--- src/hdl/ebs_pkg.sv ---
// Shared constants, types and helper functions for the 3x3 edge-aware box smoother.
// Used by every module of the block; no dependencies.

package ebs_pkg;

  localparam int MAX_SIDE    = 16;
  localparam int PIX_W       = 8;
  localparam int SIDE_W      = 5;
  localparam int COORD_W     = 4;
  localparam int SUM_W       = 12;
  localparam int MEM_DEPTH   = 3 * MAX_SIDE;
  localparam int ADDR_W      = $clog2(MEM_DEPTH);
  localparam int MAX_RESULTS = MAX_SIDE + 1;
  localparam int CNT_W       = $clog2(MAX_RESULTS + 2);
  localparam int RECIP_SHIFT = 15;
  localparam int RECIP_W     = 14;
  localparam int PROD_W      = SUM_W + RECIP_W;

  localparam int RECIP4 = (2 ** RECIP_SHIFT) / 4;
  localparam int RECIP6 = (2 ** RECIP_SHIFT + 5) / 6;
  localparam int RECIP9 = (2 ** RECIP_SHIFT + 8) / 9;

  localparam logic [SIDE_W-1:0] SIDE_RESET = SIDE_W'(8);

  typedef enum logic [1:0] {
    DIV4,
    DIV6,
    DIV9
  } div_t;

  typedef enum logic [2:0] {
    ST_IDLE,
    ST_CHECK,
    ST_HOLD,
    ST_READ,
    ST_DRAIN,
    ST_DIV,
    ST_LOAD
  } state_t;

  typedef struct packed {
    logic              we;
    logic [ADDR_W-1:0] waddr;
    logic [PIX_W-1:0]  wdata;
    logic              re;
    logic [ADDR_W-1:0] raddr;
  } mem_req_t;

  typedef struct packed {
    logic busy;
    logic held_valid;
  } ctrl_status_t;

  function automatic logic [1:0] mod3(input logic [SIDE_W-1:0] v);
    logic [2:0] t;
    logic [1:0] r;
    r = '0;
    for (int i = SIDE_W - 1; i >= 0; i--) begin
      t = {r, v[i]};
      if (t >= 3'd3) begin
        r = 2'(t - 3'd3);
      end else begin
        r = t[1:0];
      end
    end
    return r;
  endfunction

  function automatic logic [ADDR_W-1:0] addr_of(input logic [1:0] slot,
                                                input logic [COORD_W-1:0] col);
    return ADDR_W'(slot) * ADDR_W'(MAX_SIDE) + ADDR_W'(col);
  endfunction

  function automatic logic [RECIP_W-1:0] recip(input div_t d);
    logic [RECIP_W-1:0] r;
    case (d)
      DIV4:    r = RECIP_W'(RECIP4);
      DIV6:    r = RECIP_W'(RECIP6);
      DIV9:    r = RECIP_W'(RECIP9);
      default: r = RECIP_W'(RECIP9);
    endcase
    return r;
  endfunction

endpackage

--- src/hdl/ebs_line_store.sv ---
// Three-row line store: one write port, one read port with registered data.
// Depends on ebs_pkg.

module ebs_line_store
  import ebs_pkg::*;
(
  input  logic             clk,
  input  mem_req_t         req,
  output logic [PIX_W-1:0] rdata
);

  logic [PIX_W-1:0] mem [MEM_DEPTH];
  logic [PIX_W-1:0] rdata_r;

  always_ff @(posedge clk) begin
    if (req.we) begin
      mem[req.waddr] <= req.wdata;
    end
    if (req.re) begin
      rdata_r <= mem[req.raddr];
    end
  end

  assign rdata = rdata_r;

endmodule

--- src/hdl/ebs_mean_div.sv ---
// Window sum divided by 4, 6 or 9 through a reciprocal multiply, result registered.
// Depends on ebs_pkg.

module ebs_mean_div
  import ebs_pkg::*;
(
  input  logic             clk,
  input  logic             start,
  input  logic [SUM_W-1:0] sum,
  input  div_t             div,
  output logic [PIX_W-1:0] mean
);

  logic [PROD_W-1:0] prod;
  logic [PIX_W-1:0]  mean_r;

  assign prod = PROD_W'(sum) * PROD_W'(recip(div));

  always_ff @(posedge clk) begin
    if (start) begin
      mean_r <= prod[RECIP_SHIFT +: PIX_W];
    end
  end

  assign mean = mean_r;

endmodule

--- src/hdl/ebs_ctrl.sv ---
// Sequencer: position counters, window tap walk and accumulation, held result,
// output register. Depends on ebs_pkg; drives ebs_line_store and ebs_mean_div.

module ebs_ctrl
  import ebs_pkg::*;
(
  input  logic               clk,
  input  logic               rst_n,
  input  logic               cfg_we,
  input  logic [SIDE_W-1:0]  cfg_wdata,
  input  logic               in_valid,
  output logic               in_ready,
  input  logic [PIX_W-1:0]   in_pixel,
  output logic               out_valid,
  input  logic               out_ready,
  output logic [PIX_W-1:0]   out_smoothed,
  output logic [COORD_W-1:0] out_row,
  output logic [COORD_W-1:0] out_col,
  output logic               out_last_of_run,
  output logic               out_end_of_frame,
  output mem_req_t           mem_req,
  input  logic [PIX_W-1:0]   mem_rdata,
  output logic               div_start,
  output logic [SUM_W-1:0]   div_sum,
  output div_t               div_sel,
  input  logic [PIX_W-1:0]   div_mean,
  output ctrl_status_t       status
);

  state_t state_r, state_nxt;

  logic [SIDE_W-1:0]  side_r;
  logic [COORD_W-1:0] ir_r, ic_r;
  logic [SIDE_W-1:0]  er_r;
  logic [COORD_W-1:0] ec_r;
  logic [CNT_W-1:0]   k_r;
  logic [1:0]         dr_r, dc_r;
  logic               tap_vld_r;
  logic [SUM_W-1:0]   sum_r;
  logic               hold_mode_r;
  logic               held_valid_r;
  logic [PIX_W-1:0]   held_val_r;
  logic [COORD_W-1:0] held_row_r, held_col_r;

  logic               out_valid_r;
  logic [PIX_W-1:0]   out_smoothed_r;
  logic [COORD_W-1:0] out_row_r, out_col_r;
  logic               out_last_r, out_eof_r;

  logic [SIDE_W-1:0]  n, n_m1;
  logic [SIDE_W-1:0]  ec_inc, er_nx, rr, cc;
  logic [COORD_W-1:0] ec_nx;
  logic [CNT_W-1:0]   k_inc;
  logic               cond_cur, cond_nx, final_px, out_free, row_ok, col_ok;
  logic               in_acc;
  logic               out_load;

  function automatic logic released(input logic [SIDE_W-1:0] r,
                                    input logic [COORD_W-1:0] c,
                                    input logic [COORD_W-1:0] ir,
                                    input logic [COORD_W-1:0] ic,
                                    input logic [SIDE_W-1:0] nn);
    logic [SIDE_W-1:0] nr, nc;
    nr = (r + SIDE_W'(1) < nn) ? r + SIDE_W'(1) : nn - SIDE_W'(1);
    nc = (SIDE_W'(c) + SIDE_W'(1) < nn) ? SIDE_W'(c) + SIDE_W'(1) : nn - SIDE_W'(1);
    return (nr < SIDE_W'(ir)) || ((nr == SIDE_W'(ir)) && (nc <= SIDE_W'(ic)));
  endfunction

  always_comb begin
    if (side_r < SIDE_W'(2)) begin
      n = SIDE_W'(2);
    end else if (side_r > SIDE_W'(MAX_SIDE)) begin
      n = SIDE_W'(MAX_SIDE);
    end else begin
      n = side_r;
    end
  end

  assign n_m1     = n - SIDE_W'(1);
  assign final_px = (SIDE_W'(ir_r) == n_m1) && (SIDE_W'(ic_r) == n_m1);
  assign k_inc    = k_r + CNT_W'(1);
  assign ec_inc   = SIDE_W'(ec_r) + SIDE_W'(1);
  assign ec_nx    = (ec_inc == n) ? '0 : ec_inc[COORD_W-1:0];
  assign er_nx    = (ec_inc == n) ? er_r + SIDE_W'(1) : er_r;

  assign cond_cur = (er_r < n) && (k_r < CNT_W'(MAX_RESULTS)) &&
                    released(er_r, ec_r, ir_r, ic_r, n);
  assign cond_nx  = (er_nx < n) && (k_inc < CNT_W'(MAX_RESULTS)) &&
                    released(er_nx, ec_nx, ir_r, ic_r, n);

  assign rr     = er_r + SIDE_W'(dr_r) - SIDE_W'(1);
  assign cc     = SIDE_W'(ec_r) + SIDE_W'(dc_r) - SIDE_W'(1);
  assign row_ok = !((er_r == '0) && (dr_r == 2'd0)) && !((er_r == n_m1) && (dr_r == 2'd2));
  assign col_ok = !((ec_r == '0) && (dc_r == 2'd0)) &&
                  !((SIDE_W'(ec_r) == n_m1) && (dc_r == 2'd2));

  assign out_free = !out_valid_r || out_ready;
  assign in_acc   = in_valid && in_ready;
  assign out_load = out_free &&
                    ((state_r == ST_HOLD) || ((state_r == ST_LOAD) && !hold_mode_r));

  // next state
  always_comb begin
    state_nxt = state_r;
    case (state_r)
      ST_IDLE: begin
        if (in_valid) state_nxt = ST_CHECK;
      end
      ST_CHECK: begin
        if (held_valid_r) begin
          state_nxt = ST_HOLD;
        end else if (cond_cur || (final_px && (er_r < n))) begin
          state_nxt = ST_READ;
        end else begin
          state_nxt = ST_IDLE;
        end
      end
      ST_HOLD: begin
        if (out_free) state_nxt = ST_CHECK;
      end
      ST_READ: begin
        if ((dr_r == 2'd2) && (dc_r == 2'd2)) state_nxt = ST_DRAIN;
      end
      ST_DRAIN: state_nxt = ST_DIV;
      ST_DIV:   state_nxt = ST_LOAD;
      ST_LOAD: begin
        if (hold_mode_r) begin
          state_nxt = ST_IDLE;
        end else if (out_free) begin
          state_nxt = ST_CHECK;
        end
      end
      default: state_nxt = ST_IDLE;
    endcase
  end

  // outputs of the sequencer
  always_comb begin
    in_ready      = (state_r == ST_IDLE);
    mem_req.we    = in_valid && (state_r == ST_IDLE);
    mem_req.waddr = addr_of(mod3(SIDE_W'(ir_r)), ic_r);
    mem_req.wdata = in_pixel;
    mem_req.re    = (state_r == ST_READ) && row_ok && col_ok;
    mem_req.raddr = addr_of(mod3(rr), cc[COORD_W-1:0]);
    div_start     = (state_r == ST_DIV);
    div_sum       = sum_r;
    case ({(er_r == '0) || (er_r == n_m1), (ec_r == '0) || (SIDE_W'(ec_r) == n_m1)})
      2'b11:   div_sel = DIV4;
      2'b10:   div_sel = DIV6;
      2'b01:   div_sel = DIV6;
      default: div_sel = DIV9;
    endcase
  end

  always_ff @(posedge clk) begin
    if (!rst_n) begin
      state_r      <= ST_IDLE;
      side_r       <= SIDE_RESET;
      ir_r         <= '0;
      ic_r         <= '0;
      er_r         <= '0;
      ec_r         <= '0;
      k_r          <= '0;
      dr_r         <= '0;
      dc_r         <= '0;
      tap_vld_r    <= 1'b0;
      hold_mode_r  <= 1'b0;
      held_valid_r <= 1'b0;
      out_valid_r  <= 1'b0;
    end else begin
      state_r <= state_nxt;
      if (out_load) begin
        out_valid_r <= 1'b1;
      end else if (out_ready) begin
        out_valid_r <= 1'b0;
      end

      if (cfg_we) begin
        // frame restart on a side write
        side_r       <= cfg_wdata;
        ir_r         <= '0;
        ic_r         <= '0;
        er_r         <= '0;
        ec_r         <= '0;
        k_r          <= '0;
        held_valid_r <= 1'b0;
      end else begin
        case (state_r)
          ST_CHECK: begin
            if (!held_valid_r) begin
              if (cond_cur || (final_px && (er_r < n))) begin
                dr_r        <= '0;
                dc_r        <= '0;
                sum_r       <= '0;
                tap_vld_r   <= 1'b0;
                hold_mode_r <= !cond_cur;
              end else begin
                k_r <= '0;
                if (final_px) begin
                  ir_r <= '0;
                  ic_r <= '0;
                  er_r <= '0;
                  ec_r <= '0;
                end else if (SIDE_W'(ic_r) == n_m1) begin
                  ic_r <= '0;
                  ir_r <= ir_r + COORD_W'(1);
                end else begin
                  ic_r <= ic_r + COORD_W'(1);
                end
              end
            end
          end
          ST_HOLD: begin
            if (out_free) begin
              out_smoothed_r   <= held_val_r;
              out_row_r        <= held_row_r;
              out_col_r        <= held_col_r;
              out_last_r       <= !cond_cur;
              out_eof_r        <= (SIDE_W'(held_row_r) == n_m1) &&
                                  (SIDE_W'(held_col_r) == n_m1);
              held_valid_r     <= 1'b0;
              k_r              <= k_inc;
            end
          end
          ST_READ: begin
            if (tap_vld_r) sum_r <= sum_r + SUM_W'(mem_rdata);
            tap_vld_r <= mem_req.re;
            if (dc_r == 2'd2) begin
              dc_r <= '0;
              dr_r <= dr_r + 2'd1;
            end else begin
              dc_r <= dc_r + 2'd1;
            end
          end
          ST_DRAIN: begin
            if (tap_vld_r) sum_r <= sum_r + SUM_W'(mem_rdata);
            tap_vld_r <= 1'b0;
          end
          ST_LOAD: begin
            if (hold_mode_r) begin
              held_valid_r <= 1'b1;
              held_val_r   <= div_mean;
              held_row_r   <= er_r[COORD_W-1:0];
              held_col_r   <= ec_r;
              k_r          <= '0;
              ir_r         <= '0;
              ic_r         <= '0;
              er_r         <= '0;
              ec_r         <= '0;
            end else if (out_free) begin
              out_smoothed_r <= div_mean;
              out_row_r      <= er_r[COORD_W-1:0];
              out_col_r      <= ec_r;
              out_last_r     <= !cond_nx;
              out_eof_r      <= (er_r == n_m1) && (SIDE_W'(ec_r) == n_m1);
              k_r            <= k_inc;
              er_r           <= er_nx;
              ec_r           <= ec_nx;
            end
          end
          default: begin
          end
        endcase
      end
    end
  end

  assign out_valid        = out_valid_r;
  assign out_smoothed     = out_smoothed_r;
  assign out_row          = out_row_r;
  assign out_col          = out_col_r;
  assign out_last_of_run  = out_last_r;
  assign out_end_of_frame = out_eof_r;

  assign status.busy       = (state_r != ST_IDLE) || in_acc;
  assign status.held_valid = held_valid_r;

endmodule

--- src/hdl/edge_aware_box_smoothing_3x3.sv ---
// 3x3 box smoother with shrinking border windows over a square 8-bit image.
// Top level; depends on ebs_pkg, ebs_line_store, ebs_mean_div and ebs_ctrl.
//
// Usage:
//   Pixels enter row-major on in_valid/in_ready, one per transaction. Each
//   pixel releases zero or more results on out_valid/out_ready in row-major
//   order; out_last_of_run marks the last result of a pixel, out_end_of_frame
//   the bottom-right position. The final pixel of a frame flushes the rest.
//   cfg_we/cfg_wdata set the side length (2..16, clipped) and restart the frame.
//   Sequence: a pixel that releases nothing passes only the check; each result
//   adds a check, nine tap reads, a drain, a divide and a load, with one tap
//   read at a time through the single read port of the line store. At side 16
//   the bottom-right result is held and delivered with the first pixel of the
//   next frame.
//   Reset: side returns to 8, position counters and held result clear. The
//   line store is not cleared; a window only reads pixels of the current frame.
//   Stall: a result waits in the output register; work continues up to the
//   next result, and a new pixel is taken while the last result still waits.

module edge_aware_box_smoothing_3x3
  import ebs_pkg::*;
(
  input  logic               clk,
  input  logic               rst_n,
  input  logic               cfg_we,
  input  logic [SIDE_W-1:0]  cfg_wdata,
  input  logic               in_valid,
  output logic               in_ready,
  input  logic [PIX_W-1:0]   in_pixel,
  output logic               out_valid,
  input  logic               out_ready,
  output logic [PIX_W-1:0]   out_smoothed,
  output logic [COORD_W-1:0] out_row,
  output logic [COORD_W-1:0] out_col,
  output logic               out_last_of_run,
  output logic               out_end_of_frame
);

  mem_req_t         mem_req;
  logic [PIX_W-1:0] mem_rdata;
  logic             div_start;
  logic [SUM_W-1:0] div_sum;
  div_t             div_sel;
  logic [PIX_W-1:0] div_mean;
  ctrl_status_t     status;

  ebs_line_store u_store (
    .clk   (clk),
    .req   (mem_req),
    .rdata (mem_rdata)
  );

  ebs_mean_div u_div (
    .clk   (clk),
    .start (div_start),
    .sum   (div_sum),
    .div   (div_sel),
    .mean  (div_mean)
  );

  ebs_ctrl u_ctrl (
    .clk              (clk),
    .rst_n            (rst_n),
    .cfg_we           (cfg_we),
    .cfg_wdata        (cfg_wdata),
    .in_valid         (in_valid),
    .in_ready         (in_ready),
    .in_pixel         (in_pixel),
    .out_valid        (out_valid),
    .out_ready        (out_ready),
    .out_smoothed     (out_smoothed),
    .out_row          (out_row),
    .out_col          (out_col),
    .out_last_of_run  (out_last_of_run),
    .out_end_of_frame (out_end_of_frame),
    .mem_req          (mem_req),
    .mem_rdata        (mem_rdata),
    .div_start        (div_start),
    .div_sum          (div_sum),
    .div_sel          (div_sel),
    .div_mean         (div_mean),
    .status           (status)
  );

  a_accept_busy: assert property (@(posedge clk) disable iff (!rst_n)
    (in_valid && in_ready) |=> (status.busy && !in_ready))
    else $error("no step started after input transaction");

  a_eof_diag: assert property (@(posedge clk) disable iff (!rst_n)
    (out_valid && out_end_of_frame) |-> (out_row == out_col))
    else $error("end of frame off the bottom-right position");

  a_cfg_drop: assert property (@(posedge clk) disable iff (!rst_n)
    cfg_we |=> !status.held_valid)
    else $error("held result survived a side write");

endmodule

--- config.mk ---
export PLATFORM = sky130hd
export DESIGN_NAME = edge_aware_box_smoothing_3x3
export DESIGN_NICKNAME = d
export VERILOG_FILES = /design/src/hdl/ebs_pkg.sv /design/src/hdl/ebs_line_store.sv /design/src/hdl/ebs_mean_div.sv /design/src/hdl/ebs_ctrl.sv /design/src/hdl/edge_aware_box_smoothing_3x3.sv
export SDC_FILE = /design/constraint.sdc
export NUM_CORES = 1
export LEC_CHECK = 0
export BUFFER_PORTS_ARGS = -buffer_cell sky130_fd_sc_hd__buf_2
export CORE_MARGIN = 2
export CORE_UTILIZATION = 55
export CTS_BUF_LIST = sky130_fd_sc_hd__clkbuf_8
export CTS_CLUSTER_SIZE = 8
export DETAILED_ROUTE_END_ITERATION = 6
export GPL_ROUTABILITY_DRIVEN = 0
export HOLD_SLACK_MARGIN = 0.1
export PLACE_DENSITY = 0.78
export SKIP_CTS_REPAIR_TIMING = 1
export SYNTH_ARGS = -nofsm -noshare
export SYNTH_HDL_FRONTEND = slang
export SYNTH_SLANG_ARGS = --single-unit
--- constraint.sdc ---
create_clock -name clk -period 9.9 [get_ports clk]
set_clock_uncertainty 0.15 [all_clocks]
set_input_delay 1.98 -clock clk [delete_from_list [all_inputs] [get_ports clk]]
set_output_delay 1.98 -clock clk [all_outputs]
set_load 0.005 [all_outputs]
# Word level (Yosys, flattened, before mapping)

Memories as Yosys holds them, arrays and structs flattened. A register that Yosys moved wholly into a read port is not among the register bits.
Cells that the tools add are included.

Memories kept: 1
Input bits: 18
RAM bits: 384
Bits in registers: 92
Output and inout bits: 20

Memory list:

| name        | words | width | read ports | clocked after Yosys merged registers in | wr ports | RTL line             | RTL |
|---|---|---|---|---|---|---|---|
| u_store.mem | 48    | 8     | 1          | 1                                       | 1        | ebs_line_store.sv:12 | `logic [PIX_W-1:0] mem [MEM_DEPTH];` |

Add/subtract/negate cells: 25
Magnitude comparators: 22
Bitwise logic cells: 3
Mux-type cells: 93
$mul: 1
Reduce and logical (&&, ||, !) cells: 66
Equal/unequal tests: 35

Operator list:

| cell                                                   | count |
|---|---|
| two-way mux 4 bit                                      | 21 |
| two-way mux 5 bit                                      | 16 |
| case mux 4 bit (2 select lines)                        | 5 |
| two-way mux 12 bit                                     | 3 |
| less-than comparator 5 bit                             | 6 |
| case mux 14 bit (2 select lines)                       | 1 |
| two-way mux 2 bit                                      | 13 |
| equality test 4 x 5 -> 1 bit                           | 5 |
| two-way mux 8 bit                                      | 3 |
| case mux 12 bit (2 select lines)                       | 1 |
| multiplier 12 x 14 -> 23 bit                           | 1 |
| logical AND 1 bit                                      | 22 |
| case mux 3 bit (7 select lines)                        | 1 |
| AND reduction 4 bit                                    | 5 |
| >= comparator 3 x 2 -> 1 bit (second input constant)   | 6 |
| case mux 8 bit (2 select lines)                        | 1 |
| adder 5 x 1 -> 5 bit (second input constant)           | 3 |
| two-way mux 3 bit                                      | 5 |
| case mux 5 bit (3 select lines)                        | 1 |
| AND reduction 5 bit                                    | 3 |
| two-way mux 1 bit                                      | 14 |
| inequality test 2 x 1 -> 1 bit (second input constant) | 7 |
| subtractor 2 bit (second input constant)               | 7 |
| adder 12 x 8 -> 12 bit                                 | 1 |
| other kinds (42)                                       | 94 |

# Logic depth before layout (Yosys ltp)

Gate-level depths: netlist of run 1.

Depth after elaboration: 16
Gate-level depth with buffers: 35
Depth with buffers taken out: 32

# By module

Synthesis of run 1 repeated with hierarchy kept, for this count alone.

Cell total of the unflattened synthesis: 1986
Area total of the unflattened synthesis: 26111.3 um2

Modules (own cells, without submodules):

| module         | area an instance (um2) | cells each | times used |
|---|---|---|---|
| ebs_line_store | 15414.8                | 790        | 1 |
| ebs_ctrl       | 6625.1                 | 777        | 1 |
| ebs_mean_div   | 4071.4                 | 419        | 1 |

# Least setup slack after synthesis of run 1

Ideal clock, no wire load.

Path kind: flip-flop to flip-flop
Start point: reg u_ctrl.side_r[2]
End point: reg u_div.mean_r[7], in the netlist u_div.mean[7], data pin
Stages on the path, launching flop included: 33
Arrival: 8180 ps
Path slack: 1310 ps
Data required time: 9490 ps
Period minus slack after synthesis: 8590 ps
Path buffers: 2
Cell sequence: dfxtp_1 -> nor2_1 -> o21ai_0 -> ha_1 -> clkbuf_1 -> or4b_1 -> o21ai_1 -> xor2_1 -> or4_1 -> nor2_1 -> or2_2 -> inv_1 -> ha_1 -> buf_1 -> and2_1 -> inv_1 -> fa_1 -> inv_1 -> fa_1 -> fa_1 -> fa_1 -> inv_1 -> fa_1 -> inv_1 -> ha_1 -> nor4_1 -> nand4_1 -> o2bb2ai_1 -> o21a_1 -> a221o_1 -> a211o_1 -> a21oi_1 -> xnor2_1

Cells in the longest elaborated chain, start to end: 12
Elaborated cells between the ends (all ways): 18

Ends and longest elaborated chain:

| what                                                                       | RTL line           | RTL |
|---|---|---|
| start, declared                                                            | ebs_ctrl.sv:32     | `logic [SIDE_W-1:0] side_r;` |
| start signal, assigned                                                     | ebs_ctrl.sv:180    | `side_r <= cfg_wdata;` |
| > comparator 5 bit                                                         | ebs_ctrl.sv:72     | `end else if (side_r > SIDE_W'(MAX_SIDE)) begin` |
| two-way mux 5 bit                                                          | ebs_ctrl.sv:72     |  |
| two-way mux 5 bit *                                                        | ebs_ctrl.sv:70     | `if (side_r < SIDE_W'(2)) begin` |
| subtractor 5 x 1 -> 5 bit *                                                | ebs_ctrl.sv:79     | `assign n_m1 = n - SIDE_W'(1);` |
| equality test 4 x 5 -> 1 bit / equality test 5 bit (equally long branches) | ebs_ctrl.sv:147    | `case ({(er_r == '0) \|\| (er_r == n_m1), (ec_r == '0) \|\| (SIDE_W'(ec_r) == n_m1)})` |
| logical OR 1 bit                                                           | ebs_ctrl.sv:147    |  |
| equality test 2 bit / equality test 2 x 1 -> 1 bit (equally long branches) | ebs_ctrl.sv:147    |  |
| OR reduction 2 bit (no line)                                               | n/a                |  |
| case mux 2 bit (2 select lines) *                                          | ebs_ctrl.sv:147    |  |
| equality test 2 x 1 -> 1 bit / logical NOT 2 bit (equally long branches)   | ebs_pkg.sv:76      | `case (d)` |
| case mux 14 bit (2 select lines) *                                         | ebs_pkg.sv:76      |  |
| multiplier 12 x 14 -> 23 bit *                                             | ebs_mean_div.sv:17 | `assign prod = PROD_W'(sum) * PROD_W'(recip(div));` |
| net u_div.prod[22]                                                         | ebs_mean_div.sv:14 | `logic [PROD_W-1:0] prod;` |
| end signal, assigned                                                       | ebs_mean_div.sv:21 | `mean_r <= prod[RECIP_SHIFT +: PIX_W];` |
| end, declared                                                              | ebs_mean_div.sv:15 | `logic [PIX_W-1:0] mean_r;` |

The timed path passes the listed nets; every way through them passes the cells marked *.
A chain may end at the register's enable or synchronous reset.

# Worst setup path after layout of run 1

Start point: reg u_ctrl.side_r[4]
End point: reg u_div.mean_r[7], in the netlist u_div.mean[7], data pin

The elaborated chain is that of the path after synthesis.

==> results.py, run 1 <==
metrics = {
    "critical_path": {
        "slowest_delay_ns": 0.54,
        "startpoint": "u_ctrl.side_r[4]$_SDFFE_PN0P_",
        "cp-end-kind": "flip-flop",
        "critPathBufInv": 8,
        "cp_top_family": "adder cells",
        "start_kind": "flip-flop",
        "rrSetupSlack_ns": 0.75,
        "crit_fanout": 14,
        "critPathRequiredTime_ns": 10.11,
        "crit_top_cell": "inv_1",
        "arrival_ns": 9.36,
        "r2r-start": "u_ctrl.side_r[4]$_SDFFE_PN0P_",
        "path_class": "flip-flop to flip-flop",
        "slowest_stage": "fa_1",
    },
    "synthesis": {
        "syn_inst": 1860,
        "synth.avg_cell_area_sq_um": 13.9,
        "ys_ff_latch": 484,
        "synth_area_sq_um": 25800,
        "seq_area_frac_synth_pct": 54.8,
        "syn_nets": 2115,
        "synthArstFlopShare_pct": 0,
        "synth_edf_count": 446,
        "yosys_most_used_dff": "edfxtp_1",
        "ys.warnings.count": 0,
        "synth_cell_types": 86,
    },
    "clock_tree": {
        "insertion_delay_ns": 0.67,
        "htreeDepth": 3,
        "cts_sinks": 484,
        "clockRootBuffer": "clkbuf_8",
        "clk_pin_slew_ns": 0.06,
        "cts_made_buffers": 77,
        "cts_tree": "yes",
        "clock_path_buffers": 3,
    },
    "cells_and_area": {
        "instances_no_fill": 2571,
        "final_common_cell": "edfxtp_1",
        "mostFrequentLayoutCells": "446 x edfxtp_1, 212 x inv_1, 142 x nor2_1, 142 x ha_1, 118 x nand2_1",
        "nNetsFinal": 2178,
        "seq_area_sq_um": 14200,
        "fillers": 3433,
        "area_growth_pct": 8.29,
        "fin_util_pct": 60.2,
        "drive_above_1_share_pct": 15.5,
        "multi_input_area_sq_um": 10700,
    },
    "timing": {
        "drv_slew": 0,
        "holdWs_ns": 0.298,
        "period_minus_slack_ns": 9.15,
        "rsz0062_at_grt": "false",
        "tns_ns": 0,
        "max_freq_mhz": 109,
        "setup_ws_ns": 0.751,
        "setup_violations": 0,
        "maxSlewHeadroom_pct": 31.0,
        "hold_violations": 0,
        "period_share_pct": 92.4,
        "worst_slew_pin_slew_ns": 1.03,
    },
    "floorplan": {
        "placementRows": 79,
        "core_sq_um": 46500,
        "ios": 38,
        "die_area_sq_um": 48700,
        "start_util_pct": 55.6,
        "die_w_um": 221,
        "die_y_um": 221,
    },
    "global_route": {
        "grt_pass1_vias": 16054,
        "antenna_found_initial": 1,
        "grt_pass1_wl_um": 88700,
        "grt_max_degree": 62,
        "grt_usage_pct": 24.1,
        "grt-ovfl-total": 0,
    },
    "placed_design": {
        "place_hpwl_um": 38600,
        "pre_cts_slack_ns": 0.845,
        "placedCellCount": 2451,
        "numPortBuffers": 37,
    },
    "routing": {
        "via_per_inst": 6.07,
        "wl_per_cell_um": 21.9,
        "first_pass_iters": 7,
        "wl_um": 56400,
        "drtAntennaViolNets": 0,
        "drc": 0,
        "drt_iter0_drc": 1623,
        "via_count": 15600,
    },
    "power_and_ir_drop": {
        "irDropWorstVdd_v": 0.000159,
        "leakage_nw": 10.7,
        "p_per_area_nw_per_um2": 140,
    },
    "min_path": {
        "hold_start": "u_div.mean[3]$_DFFE_PP_",
        "hold_path.class": "flip-flop to flip-flop",
    },
    "flow_run": {
        "drv_cap": 0,
    },
    "outcome": {
        "status": "completed",
    },
}
[worst register-to-register path, delay by kind of cell, from the launching register on]
family | cells | cell delay, ns
xor+xnor | 3 | 0.61
simple gates | 6 | 1.76
fa+ha+maj | 8 | 3.32
compound gates | 8 | 1.58
flops | 1 | 0.48
buf+inv | 8 | 0.95
[cells in the mapped netlist, types with 6 or more instances]
master | count | area (sq um)
mux2_2 | 40 | 450
dfxtp_1 | 38 | 761
a22oi_1 | 11 | 82.6
edfxtp_1 | 446 | 13400
mux2i_1 | 10 | 100
nor2_1 | 143 | 537
nor3_1 | 21 | 105
nand3_1 | 31 | 155
nand2b_1 | 19 | 119
or2_2 | 8 | 50.1
and3_1 | 12 | 75.1
o21a_1 | 14 | 105
a31oi_1 | 7 | 43.8
nor2b_1 | 28 | 175
clkbuf_1 | 48 | 180
inv_1 | 192 | 721
o22ai_1 | 14 | 87.6
fa_1 | 93 | 1860
buf_2 | 10 | 50.1
ha_1 | 144 | 1800
buf_1 | 8 | 30.0
nand2_1 | 118 | 443
mux4_2 | 98 | 2210
o21ai_0 | 49 | 245
or3_1 | 7 | 43.8
and2_1 | 23 | 144
xnor2_1 | 37 | 324
mux2_1 | 8 | 90.1
a21o_1 | 6 | 45.0
nand4_1 | 7 | 43.8
xor2_1 | 14 | 123
a21oi_1 | 60 | 300
[final timing paths]
kind / endpoint / depth (start not counted)
setup / recovery: u_div.mean[7]$_DFFE_PP_ / 33
hold / removal: u_ctrl.held_val_r[3]$_DFFE_PP_ / 0
setup reg to reg: u_div.mean[7]$_DFFE_PP_ / 33
hold reg to reg: u_ctrl.held_val_r[3]$_DFFE_PP_ / 0
[layout make-up]
| class | count | share of cell area [%] |
|---|---|---|
| sequential | 484 | 50.6 |
| multi-input combinational | 1118 | 38.4 |
| clock buffer | 80 | 3.94 |
| tap | 607 | 2.72 |
| inverter | 192 | 2.58 |
| timing repair buffer | 50 | 1.01 |
| clock inverter | 39 | 0.756 |
| antenna | 1 | 0.00895 |
[sequential cells by signal, summed over array words and instances (netlist names), 4 cells and up]
register and cells:
u_ctrl.out_row 4, u_store.rdata 8, u_ctrl.held_col_r 4, u_ctrl.out_smoothed 8, u_ctrl.ec_r 4, u_ctrl.ir_r 4
u_ctrl.er_r 5, u_ctrl.side_r 5, u_store.mem 384, u_ctrl.held_row_r 4, u_ctrl.k_r 5, u_ctrl.div_sum 12
u_ctrl.ic_r 4, u_div.mean 8, u_ctrl.out_col 4, u_ctrl.held_val_r 8
[stage by stage]
step / power (mW) / instance area [sq um]
floorplan: 2.38 / 25800
global placement: 2.44 / 26600
detailed placement: 2.45 / 26600
CTS: 3.95 / 28000
global route: 4.05 / 28000
finish: 3.93 / 28000
[logic make-up after synthesis]
kind of cell | share of synthesized area, %
flip-flops | 54.8
adder cells (fa/ha/maj) | 14.2
AND/OR/NAND/NOR | 8.05
buffers and inverters | 3.80
AO/OA/AOI/OAI | 6.14
XOR/XNOR | 1.97
multiplexers | 11.0
[routing by layer]
metal	track usage (%)	share of wire [%]	vias up
li1	-	-	6959
met1	31.3	40	7871
met2	40.8	50	652
met3	4.54	6.9	118
met4	8.31	2.7	0
met5	0	0	-
[where the power goes]
group / internal [mW] / switching (mW) / total, mW
Clock: 0.768 / 0.753 / 1.52
Sequential: 2.24 / 0.00697 / 2.24
Combinational: 0.0520 / 0.112 / 0.164
Total: 3.06 / 0.872 / 3.93
Power figures use the tool's default switching activity.
==> run 2, diff against run 1 <==
Settings changed: CELL_PAD_IN_SITES_DETAIL_PLACEMENT set to 0, CELL_PAD_IN_SITES_GLOBAL_PLACEMENT set to 1, PLACE_DENSITY 0.78 to 0.91.
==> results.py, run 2 (same netlist as run 1, synthesis figures left out) <==
metrics = {
    "outcome": {
        "status": "completed",
    },
    "global_route": {
        "grt_usage_pct": 23.9,
        "grt_pass1_wl_um": 87700,
        "grt_max_degree": 61,
        "grt_pass1_vias": 15845,
        "grt-ovfl-total": 0,
        "antenna_found_initial": 2,
    },
    "timing": {
        "hold_violations": 0,
        "period_minus_slack_ns": 9.10,
        "rsz0062_at_grt": "false",
        "maxSlewHeadroom_pct": 29.6,
        "setup_violations": 0,
        "tns_ns": 0,
        "drv_slew": 0,
        "period_share_pct": 91.9,
        "max_freq_mhz": 110,
        "worst_slew_pin_slew_ns": 1.06,
    },
    "critical_path": {
        "startpoint": "u_ctrl.side_r[4]$_SDFFE_PN0P_",
        "crit_fanout": 14,
        "critPathRequiredTime_ns": 10.14,
        "cp-end-kind": "flip-flop",
        "path_class": "flip-flop to flip-flop",
        "slowest_stage": "fa_1",
        "crit_top_cell": "inv_1",
        "slowest_delay_ns": 0.55,
        "start_kind": "flip-flop",
        "arrival_ns": 9.34,
        "r2r-start": "u_ctrl.side_r[4]$_SDFFE_PN0P_",
    },
    "power_and_ir_drop": {
        "pwr-share-seq_pct": 57.1,
        "power_mw": 3.93,
        "swShare_pct": 22.7,
        "leakage_nw": 10.7,
        "p_comb_share_pct": 4.2,
        "p_int_mw": 3.03,
        "irDropWorstVdd_v": 0.000155,
        "p_per_area_nw_per_um2": 140,
        "power_switching_mw": 0.892,
        "clkPwrFrac_pct": 38.7,
    },
    "placed_design": {
        "place_hpwl_um": 39200,
        "numPortBuffers": 37,
    },
    "flow_run": {
        "drv_cap": 0,
    },
    "cells_and_area": {
        "n_antenna_cell": 0,
        "drive_above_1_share_pct": 15.8,
        "final_common_cell": "edfxtp_1",
        "area_growth_pct": 8.35,
        "regMostFlops": "u_store.mem",
        "mostFrequentLayoutCells": "446 x edfxtp_1, 216 x inv_1, 142 x nor2_1, 142 x ha_1, 118 x nand2_1",
        "largest_reg_flops": 384,
        "nNetsFinal": 2179,
    },
    "clock_tree": {
        "insertion_delay_ns": 0.66,
        "cts_made_buffers": 78,
        "clock_path_buffers": 3,
        "cts_tree": "yes",
        "htreeDepth": 3,
        "cts_sinks": 484,
        "clk_pin_slew_ns": 0.06,
        "clockRootBuffer": "clkbuf_8",
    },
    "floorplan": {
        "die_area_sq_um": 48700,
        "ios": 38,
        "die_y_um": 221,
        "start_util_pct": 55.6,
        "placementRows": 79,
        "core_sq_um": 46500,
        "die_w_um": 221,
    },
    "routing": {
        "wl_per_cell_um": 21.8,
        "drt_iter0_drc": 1349,
        "wl_um": 56100,
        "via_count": 15272,
        "via_per_inst": 5.93,
        "drc": 0,
        "first_pass_iters": 5,
        "drtAntennaViolNets": 0,
    },
    "min_path": {
        "hold_start": "u_div.mean[0]$_DFFE_PP_",
        "hold_path.class": "flip-flop to flip-flop",
    },
}
-- run 2: routing by layer --
layer	track usage [%]	share of wire (%)	vias to the layer above	wire, um
li1	-	-	6956	-
met1	31.4	41	7606	22800
met2	40.1	50	589	27900
met3	4.58	6.4	121	3580
met4	8.47	3.1	0	1730
met5	0	0	-	0
-- run 2: worst max-delay path: cells and delay by family, from the launching register on --
family,cells,cell delay (ns)
flops,1,0.48
fa+ha+maj,8,3.57
buf+inv,8,0.95
compound gates,7,1.39
simple gates,7,2.15
xor+xnor,2,0.16
-- run 2: cell type report --
cell class | instances | area, sq um
clock buffers | 79 | 1090
clock inverters | 46 | 243
fillers | 3413 | 18500
inverters | 192 | 721
multi-input cells | 1118 | 10700
flip-flops and latches | 484 | 14200
well taps | 607 | 759
repair buffers | 50 | 283
-- run 2: worst paths after layout --
path / to / slack [ns] / cells past startpoint
max reg2reg: u_div.mean[7]$_DFFE_PP_ / 0.80 / 32
max: u_div.mean[7]$_DFFE_PP_ / 0.80 / 32
min: u_ctrl.held_val_r[0]$_DFFE_PP_ / 0.30 / 0
min reg2reg: u_ctrl.held_val_r[0]$_DFFE_PP_ / 0.30 / 0
-- run 2: stage by stage --
step	area, sq um	setup slack (ns)	util [%]	hold WS, ns	instances
after floorplan	25800	1.31	-	0.276	1860
after global placement	26600	1.05	57.3	0.278	2451
after detailed placement	26600	0.915	57.3	0.288	2451
after CTS	28000	0.897	60.2	0.299	2576
after global routing	28000	0.287	60.2	0.304	2576
final	28000	0.804	60.2	0.300	2576
-- run 2: power groups by stage --
stage	registers (mW)	logic [mW]	clock network, mW
finish	2.24	0.164	1.52
global route	2.24	0.182	1.63
CTS	2.24	0.163	1.55
detailed placement	2.29	0.163	0
global placement	2.28	0.156	0
floorplan	2.28	0.0992	0
